$ cat config.mk
export PLATFORM = sky130hd
export DESIGN_NAME = rational_arithmetic_unit
export DESIGN_NICKNAME = d
export VERILOG_FILES = /design/src/rau_pkg.sv /design/src/rational_arithmetic_unit.sv /design/src/rau_ctrl.sv /design/src/rau_dp.sv
export SDC_FILE = /design/constraint.sdc
export NUM_CORES = 2
export LEC_CHECK = 0
export BUFFER_PORTS_ARGS = -buffer_cell sky130_fd_sc_hd__buf_4
export CAP_MARGIN = 20
export CORE_UTILIZATION = 30
export CTS_CLUSTER_DIAMETER = 80
export CTS_CLUSTER_SIZE = 12
export DETAILED_ROUTE_END_ITERATION = 16
export PLACE_DENSITY = 0.54
export REMOVE_ABC_BUFFERS = 1
export SYNTH_ARGS = -nofsm -noshare
export SYNTH_HDL_FRONTEND = slang
export SYNTH_SLANG_ARGS = --single-unit
$ cat constraint.sdc
create_clock -name clk -period 14.9 [get_ports clk]
set_input_delay 0.745 -clock clk [delete_from_list [all_inputs] [get_ports clk]]
set_output_delay 0.745 -clock clk [all_outputs]
set_load 0.01 [all_outputs]
$ cat src/rau_pkg.sv
`default_nettype none
package rau_pkg;
	localparam int OPERAND_WIDTH_DEF = 16;
	localparam int NUM_W = 33;
	localparam int DEN_W = 31;

	typedef enum logic [1:0] {
		OP_ADD = 2'd0,
		OP_SUB = 2'd1,
		OP_MUL = 2'd2,
		OP_DIV = 2'd3
	} opcode_t;

	typedef enum logic [1:0] {
		ST_OK = 2'd0,
		ST_ZERO_DEN = 2'd1,
		ST_DIV_ZERO = 2'd2
	} status_t;

	typedef enum logic [2:0] {
		S_IDLE,
		S_MULT,
		S_SUM,
		S_GCD,
		S_DIVN,
		S_DIVD,
		S_DONE
	} state_t;

	// controller to datapath
	typedef struct packed {
		logic load;
		logic mult;
		logic sum;
		logic gcd_step;
		logic div_start;
		logic div_step;
		logic div_sel_den;
		logic finish;
	} cmd_t;

	// datapath to controller
	typedef struct packed {
		logic early;
		logic gcd_done;
		logic div_done;
	} stat_t;
endpackage
`default_nettype wire

$ cat src/rational_arithmetic_unit.sv
`default_nettype none
// rational_arithmetic_unit: combines two signed fractions a_num/a_den and
// b_num/b_den by add, subtract, multiply or divide and returns the result
// reduced to lowest terms with a positive denominator (zero reads 0/1)
// input channel s_axis_*: tdata carries opcode, a_num, a_den, b_num, b_den
// output channel m_axis_*: tdata carries res_num, res_den, status
// one item is worked on at a time; s_axis_tready is high only when idle
// the steps are multiply, sum, then the euclid loop where every remainder
// comes from a shift-subtract unit, then two quotients from the same unit;
// error items go from the sum state straight to done and show a zero result
// the next item is taken the cycle after a result is written
// the result sits in an output register and the controller goes back to idle;
// a stalled receiver holds that result, and the following item then waits
// in the done state until m_axis_tready, with s_axis_tready low meanwhile
// reset (arst_n low) returns the controller to idle with no result pending
module rational_arithmetic_unit import rau_pkg::*; #(
	parameter int OPERAND_WIDTH = OPERAND_WIDTH_DEF
) (
	input  wire logic                       clk,
	input  wire logic                       arst_n,
	input  wire logic                       s_axis_tvalid,
	output logic                            s_axis_tready,
	// opcode, a_num, a_den, b_num, b_den, zero pad
	input  wire logic [((4*OPERAND_WIDTH+2+7)/8)*8-1:0] s_axis_tdata,
	output logic                            m_axis_tvalid,
	input  wire logic                       m_axis_tready,
	// res_num, res_den, status
	output logic [71:0]                     m_axis_tdata
);
	localparam int W = OPERAND_WIDTH;
	cmd_t  cmd;
	stat_t st;
	logic  busy;
	logic  vld_q;
	logic signed [NUM_W-1:0] res_num;
	logic [DEN_W-1:0] res_den;
	logic [1:0] status;

	assign s_axis_tready = !busy;
	assign m_axis_tvalid = vld_q;
	assign m_axis_tdata = {6'd0, status, res_den, res_num};

	always_ff @(posedge clk or negedge arst_n) begin
		if (!arst_n) vld_q <= 1'b0;
		else if (cmd.finish) vld_q <= 1'b1;
		else if (m_axis_tready) vld_q <= 1'b0;
	end

	rau_ctrl u_ctrl (
		.clk(clk), .arst_n(arst_n),
		.in_fire(s_axis_tvalid && s_axis_tready),
		.out_free(!vld_q || m_axis_tready),
		.st(st), .cmd(cmd), .busy(busy)
	);

	rau_dp #(.OPERAND_WIDTH(OPERAND_WIDTH)) u_dp (
		.clk(clk), .arst_n(arst_n), .cmd(cmd),
		.op_in(s_axis_tdata[1:0]),
		.an_in(s_axis_tdata[2+W-1:2]),
		.ad_in(s_axis_tdata[2+2*W-1:2+W]),
		.bn_in(s_axis_tdata[2+3*W-1:2+2*W]),
		.bd_in(s_axis_tdata[2+4*W-1:2+3*W]),
		.st(st), .res_num(res_num), .res_den(res_den), .status(status)
	);
endmodule
`default_nettype wire

$ cat src/rau_ctrl.sv
`default_nettype none
module rau_ctrl import rau_pkg::*; (
	input  wire logic  clk,
	input  wire logic  arst_n,
	input  wire logic  in_fire,
	input  wire logic  out_free,
	input  wire stat_t st,
	output cmd_t       cmd,
	output logic       busy
);
	state_t state_q, nxt;

	always_ff @(posedge clk or negedge arst_n) begin
		if (!arst_n) state_q <= S_IDLE;
		else state_q <= nxt;
	end

	always_comb begin
		nxt = state_q;
		cmd = '0;
		busy = 1'b1;
		case (state_q)
			S_IDLE: begin
				busy = 1'b0;
				if (in_fire) begin
					cmd.load = 1'b1;
					nxt = S_MULT;
				end
			end
			S_MULT: begin
				cmd.mult = 1'b1;
				nxt = S_SUM;
			end
			S_SUM: begin
				if (st.early) nxt = S_DONE;
				else begin
					cmd.sum = 1'b1;
					nxt = S_GCD;
				end
			end
			S_GCD: begin
				if (st.gcd_done) begin
					cmd.div_start = 1'b1;
					nxt = S_DIVN;
				end else cmd.gcd_step = 1'b1;
			end
			S_DIVN: begin
				if (st.div_done) begin
					cmd.div_start = 1'b1;
					cmd.div_sel_den = 1'b1;
					nxt = S_DIVD;
				end else cmd.div_step = 1'b1;
			end
			S_DIVD: begin
				cmd.div_sel_den = 1'b1;
				if (st.div_done) nxt = S_DONE;
				else cmd.div_step = 1'b1;
			end
			S_DONE: begin
				if (out_free) begin
					cmd.finish = 1'b1;
					nxt = S_IDLE;
				end
			end
			default: nxt = S_IDLE;
		endcase
	end
endmodule
`default_nettype wire

$ cat src/rau_dp.sv
`default_nettype none
module rau_dp import rau_pkg::*; #(
	parameter int OPERAND_WIDTH = OPERAND_WIDTH_DEF
) (
	input  wire logic                            clk,
	input  wire logic                            arst_n,
	input  wire cmd_t                            cmd,
	input  wire logic [1:0]                      op_in,
	input  wire logic signed [OPERAND_WIDTH-1:0] an_in,
	input  wire logic signed [OPERAND_WIDTH-1:0] ad_in,
	input  wire logic signed [OPERAND_WIDTH-1:0] bn_in,
	input  wire logic signed [OPERAND_WIDTH-1:0] bd_in,
	output stat_t                                st,
	output logic signed [NUM_W-1:0]              res_num,
	output logic        [DEN_W-1:0]              res_den,
	output logic        [1:0]                    status
);
	localparam int PW = 2 * OPERAND_WIDTH;
	localparam int SW = PW + 1;
	localparam int MW = PW + 1;
	localparam int CW = $clog2(MW + 1);

	logic [1:0] op_q;
	logic signed [OPERAND_WIDTH-1:0] an_q, ad_q, bn_q, bd_q;
	logic signed [PW-1:0] p1_q, p2_q, pd_q;
	logic [1:0] err_q;
	logic [MW-1:0] un_q, ud_q, gx_q, gy_q;
	logic neg_q;
	logic [MW-1:0] quo_q, rem_q, dvd_q;
	logic [CW-1:0] cnt_q;
	logic signed [SW-1:0] n_w;
	logic signed [SW-1:0] d_w;
	logic [MW-1:0] rem_nx, gx_rem;
	logic [MW:0] trial;

	// euclid step uses a serial divider too: gcd via repeated subtraction-free
	// remainder is long, so a binary-style shift-subtract remainder is used
	logic gdiv_active_q;

	always_comb begin
		case (op_q)
			OP_ADD: n_w = SW'(p1_q) + SW'(p2_q);
			OP_SUB: n_w = SW'(p1_q) - SW'(p2_q);
			default: n_w = SW'(p1_q);
		endcase
		d_w = SW'(pd_q);
	end

	assign st.early = err_q != ST_OK;
	assign st.gcd_done = (gy_q == '0) && !gdiv_active_q;
	assign st.div_done = cnt_q == '0;

	assign trial = {rem_q, dvd_q[MW-1]} - {1'b0, gx_q};
	assign rem_nx = trial[MW] ? {rem_q[MW-2:0], dvd_q[MW-1]} : trial[MW-1:0];
	assign gx_rem = rem_nx;

	always_ff @(posedge clk or negedge arst_n) begin
		if (!arst_n) begin
			gdiv_active_q <= 1'b0;
			cnt_q <= '0;
		end else begin
			if (cmd.sum) begin
				gdiv_active_q <= 1'b0;
				cnt_q <= '0;
			end else if (cmd.gcd_step) begin
				if (!gdiv_active_q) begin
					gdiv_active_q <= 1'b1;
					cnt_q <= CW'(MW);
				end else if (cnt_q == CW'(1)) begin
					gdiv_active_q <= 1'b0;
					cnt_q <= '0;
				end else cnt_q <= cnt_q - 1'b1;
			end else if (cmd.div_start) begin
				cnt_q <= CW'(MW);
			end else if (cmd.div_step) begin
				cnt_q <= cnt_q - 1'b1;
			end
		end
	end

	always_ff @(posedge clk) begin
		if (cmd.load) begin
			op_q <= op_in;
			an_q <= an_in;
			ad_q <= ad_in;
			bn_q <= bn_in;
			bd_q <= bd_in;
			if (ad_in == '0 || bd_in == '0) err_q <= ST_ZERO_DEN;
			else if (op_in == OP_DIV && bn_in == '0) err_q <= ST_DIV_ZERO;
			else err_q <= ST_OK;
		end
		// operands sign-extended before the multiply so the products are exact
		if (cmd.mult) begin
			case (op_q)
				OP_MUL: begin
					p1_q <= PW'(an_q) * PW'(bn_q);
					p2_q <= '0;
					pd_q <= PW'(ad_q) * PW'(bd_q);
				end
				OP_DIV: begin
					p1_q <= PW'(an_q) * PW'(bd_q);
					p2_q <= '0;
					pd_q <= PW'(ad_q) * PW'(bn_q);
				end
				default: begin
					p1_q <= PW'(an_q) * PW'(bd_q);
					p2_q <= PW'(bn_q) * PW'(ad_q);
					pd_q <= PW'(ad_q) * PW'(bd_q);
				end
			endcase
		end
		if (cmd.sum) begin
			un_q <= n_w[SW-1] ? MW'(-n_w) : MW'(n_w);
			ud_q <= d_w[SW-1] ? MW'(-d_w) : MW'(d_w);
			gx_q <= n_w[SW-1] ? MW'(-n_w) : MW'(n_w);
			gy_q <= d_w[SW-1] ? MW'(-d_w) : MW'(d_w);
			neg_q <= n_w[SW-1] != d_w[SW-1];
		end
		// gcd: x % y computed by shift-subtract, divisor y moved into gx, remainder into gy
		if (cmd.gcd_step) begin
			if (!gdiv_active_q) begin
				rem_q <= '0;
				dvd_q <= gx_q;
				gx_q <= gy_q;
			end else begin
				rem_q <= rem_nx;
				dvd_q <= {dvd_q[MW-2:0], 1'b0};
				if (cnt_q == CW'(1)) gy_q <= gx_rem;
			end
		end
		if (cmd.div_start) begin
			if (!cmd.div_sel_den) begin
				gx_q <= (gx_q == '0) ? MW'(1) : gx_q;
				dvd_q <= un_q;
			end else begin
				un_q <= quo_q;
				dvd_q <= ud_q;
			end
			rem_q <= '0;
			quo_q <= '0;
		end
		if (cmd.div_step) begin
			rem_q <= rem_nx;
			dvd_q <= {dvd_q[MW-2:0], 1'b0};
			quo_q <= {quo_q[MW-2:0], ~trial[MW]};
		end
	end

	always_ff @(posedge clk) begin
		if (cmd.finish) begin
			status <= err_q;
			if (err_q != ST_OK) begin
				res_num <= '0;
				res_den <= '0;
			end else if (un_q == '0) begin
				res_num <= '0;
				res_den <= DEN_W'(1);
			end else begin
				res_num <= neg_q ? -NUM_W'(un_q) : NUM_W'(un_q);
				res_den <= DEN_W'(quo_q);
			end
		end
	end
endmodule
`default_nettype wire

==> impl_results.md <==
- Status: complete, no violations
- Synth Area in XOR/XNOR: 3.82%
- Cell with the most instances after synthesis: inv_1
- Max Slew Vio Count: 0
- CP Capture Type: register
- Post-cts sizing count: 0
- Slew headroom: about a fifth
- FFs w/ async S/R, synth: 2.33%
- Unrepaired setup endpoints after global routing: no
- Synth Area in Simple Gates: 15.7%
- Max-cap check violation count: 0
- Total GRT Usage: 16.8%
- Row cnt: 170
- Final WL: ~180000 um
- Via count: 47821
- Largest stage delay, worst path: slightly above 0.9 ns
- Drt wl/cell: 18.7 um
- Post-synth top flop: edfxtp_1
- IO Port Bufs: 137
- Min Tclk post-route: ~8.1 ns
- Root Buffer Master: clkbuf_16
- Number of hold buffers added after CTS: 1
- First-pass GRT wire length: 289000 um
- Post-layout nets: 8312
- Clock Sinks: 473
- Largest net degree at the start of global routing: 78
- Met2 Use GR: 27.2%
- Crit path top cell by count: fa_1
- Ys Warns: 0
- M3 GR Usage: under 10%
- Critical path buffer and inverter count: 3
- Starting DRC count in detailed routing: 3658
- Clock buffer depth: 3
- Clock transition at path regs: 0.06 ns
- Synth area leaders: fa_1, edfxtp_1, ha_1, inv_1, and2_1
- Post-CTS Setup Inserts: 0
- Drt drc: 0
- Avg Vias per Cell: 4.95
- Share of the synthesized area in the top cell type: 32.3%
- Syn Inst Count: 6831
- Synth Area in Compound Gates: under 10%
- Achievable Freq: 0.123 GHz
- Die width: 468 um
- Worst-path cell chain: inv_1 -> nor2_1 -> fa_1 -> fa_1 -> fa_1 -> fa_1 -> fa_1 -> inv_1 -> fa_1 -> inv_1 -> ha_1 -> a21oi_1 -> o21ai_0 -> and2_1 -> a211o_1 -> o21ai_0 -> o211ai_1 -> a21oi_1 -> xnor2_1 -> nor2_1 -> a21oi_1
- DIE AREA: 219000 um^2
- Core footprint: roughly 220000 um^2
- Remaining antenna violation count: 0
- Final Cycle Share: 54.5%
- Post-Synth Adder-Cell Area: 40.0%
- Worst-Margin Slew: around 1.2 ns
- Mux cell area share after synthesis: 1.04%
- H-tree depth: 2
- Vias in the first global route: 49167
- Initial antenna violation count: 4
- Worst Clk Skew: 0.0453 ns
- Final GP Congestion: 0.903
- HP Class: in -> reg
- Leading area contributor after synthesis: fa_1
- Final Hold Vio Count: 0
- CP Class: reg -> reg
- Initial Util: 30.3%
- Setup TNS: 0 ns
- Slowest CP cell: edfxtp_1
- CP top delay family: adder cells
- Setup crit start kind: register
- I/O Pins: 150
- DR pass1 iterations: 6
- Largest family of logic cells by synthesized area: adder cells
- Synthesis-to-finish area growth: 8.53%
- CP arrival: 8.43 ns
- Num CTS Buffers: 48
- Layout cells sized above 1: 5.57%
- #FFs+latches synth: 473
- M1 GR Usage: 24.3%
- Die Y: 468 um
- Crit Path Max Fanout: 14
- DP Wirelength: 139000 um
- Clock Latency Late Sink: roughly 0.64 ns
- Seq/Total Area, Yosys: around a fifth
- Synthesized area per cell: 9.53 um^2
- Area of the mapped netlist: ~65000 um^2
- Busiest grt layer: met2
- Yosys cell types: 108
- Worst path required time: between 15 and 20 ns
- Most frequent cells after synthesis: inv_1, fa_1, nand2_1, and2_1, ha_1
- Final setup vio count: 0
- Post-synth EDFFs: 395
- Grt total ovfl: 0
- CTS tree: done
[flip-flops by register name (all words and copies together) (netlist names), 3 cells and up]
register / count
u_ctrl.state_q: 3
u_dp.ad_q: 16
u_dp.an_q: 16
u_dp.bd_q: 16
u_dp.bn_q: 16
u_dp.cnt_q: 6
u_dp.dvd_q: 33
u_dp.gx_q: 33
u_dp.gy_q: 33
u_dp.p1_q: 32
u_dp.p2_q: 32
u_dp.pd_q: 32
u_dp.quo_q: 33
u_dp.rem_q: 33
u_dp.res_den: 31
u_dp.res_num: 33
u_dp.ud_q: 33
u_dp.un_q: 33
[area by class of cell]
| cell class | instances | area, um^2 |
|---|---|---|
| multi-input combinational | 4800 | 45700 |
| clock inverter | 11 | 146 |
| tap | 2838 | 3550 |
| sequential | 473 | 13500 |
| fill | 22212 | 144000 |
| inverter | 1224 | 4590 |
| antenna | 4 | 10.0 |
| timing repair buffer | 238 | 1800 |
| clock buffer | 74 | 1320 |
[worst register-to-register path: cells and delay by family (launching register included)]
kind | cells | cell delay (ns)
compound gates | 7 | 2.11
xor+xnor | 1 | 0.27
fa+ha+maj | 7 | 3.23
buf+inv | 3 | 0.70
flops | 1 | 0.91
simple gates | 3 | 0.60
[through the flow]
step / hold slack (ns) / worst slack [ns] / std cells / utilization, % / cell area [um^2]
after global routing: 0.287 / 6.47 / 9658 / 32.8 / 70600
after detailed placement: 0.470 / 6.85 / 9570 / 32.1 / 69100
after global placement: 0.460 / 6.89 / 9570 / 32.1 / 69100
after floorplan: 0.449 / 6.51 / 6497 / - / 63700
final: 0.309 / 6.77 / 9662 / 32.8 / 70600
after CTS: 0.280 / 6.83 / 9656 / 32.8 / 70600
[final timing paths]
kind	startpoint	endpoint	slack [ns]	depth (start not counted)
hold reg to reg	u_dp.quo_q[32]$_SDFFCE_PN0P_	u_dp.un_q[32]$_DFF_P_	0.49	1
hold / removal	s_axis_tdata[11]	u_dp.an_q[9]$_DFFE_PP_	0.31	1
max in group asynchronous	arst_n	u_dp.cnt_q[0]$_DFFE_PN0P_	14.24	2
setup / recovery	u_dp.bn_q[15]$_DFFE_PP_	u_dp.pd_q[29]$_DFFE_PP_	6.77	21
min in group asynchronous	arst_n	m_axis_tvalid$_DFFE_PN0P_	0.50	2
setup reg to reg	u_dp.bn_q[15]$_DFFE_PP_	u_dp.pd_q[29]$_DFFE_PP_	6.77	21
[logic make-up after synthesis]
| family | count (synthesis) |
|---|---|
| xor+xnor | 283 |
| other cells | 1 |
| compound gates | 940 |
| fa+ha+maj | 1451 |
| flops | 473 |
| mux | 65 |
| buf+inv | 1564 |
| simple gates | 2054 |
[per-layer routing]
metal,routed length (um),up-vias
li1,-,21805
met1,84200,24445
met2,83100,1375
met3,9930,196
met4,3880,0
met5,0,-
[cells in the final DEF, fill, tap and decap left out, types with 206 or more instances in the layout]
cell      instances
ha_1            401
fa_1           1050
o21ai_0         206
edfxtp_1        395
a21oi_1         272
nor2_1          348
nand2_1         706
buf_4           236
and2_1          540
inv_1          1221
Power is not shown: default switching activity piles up to over one toggle a cycle in this logic, so the estimate is an artifact.
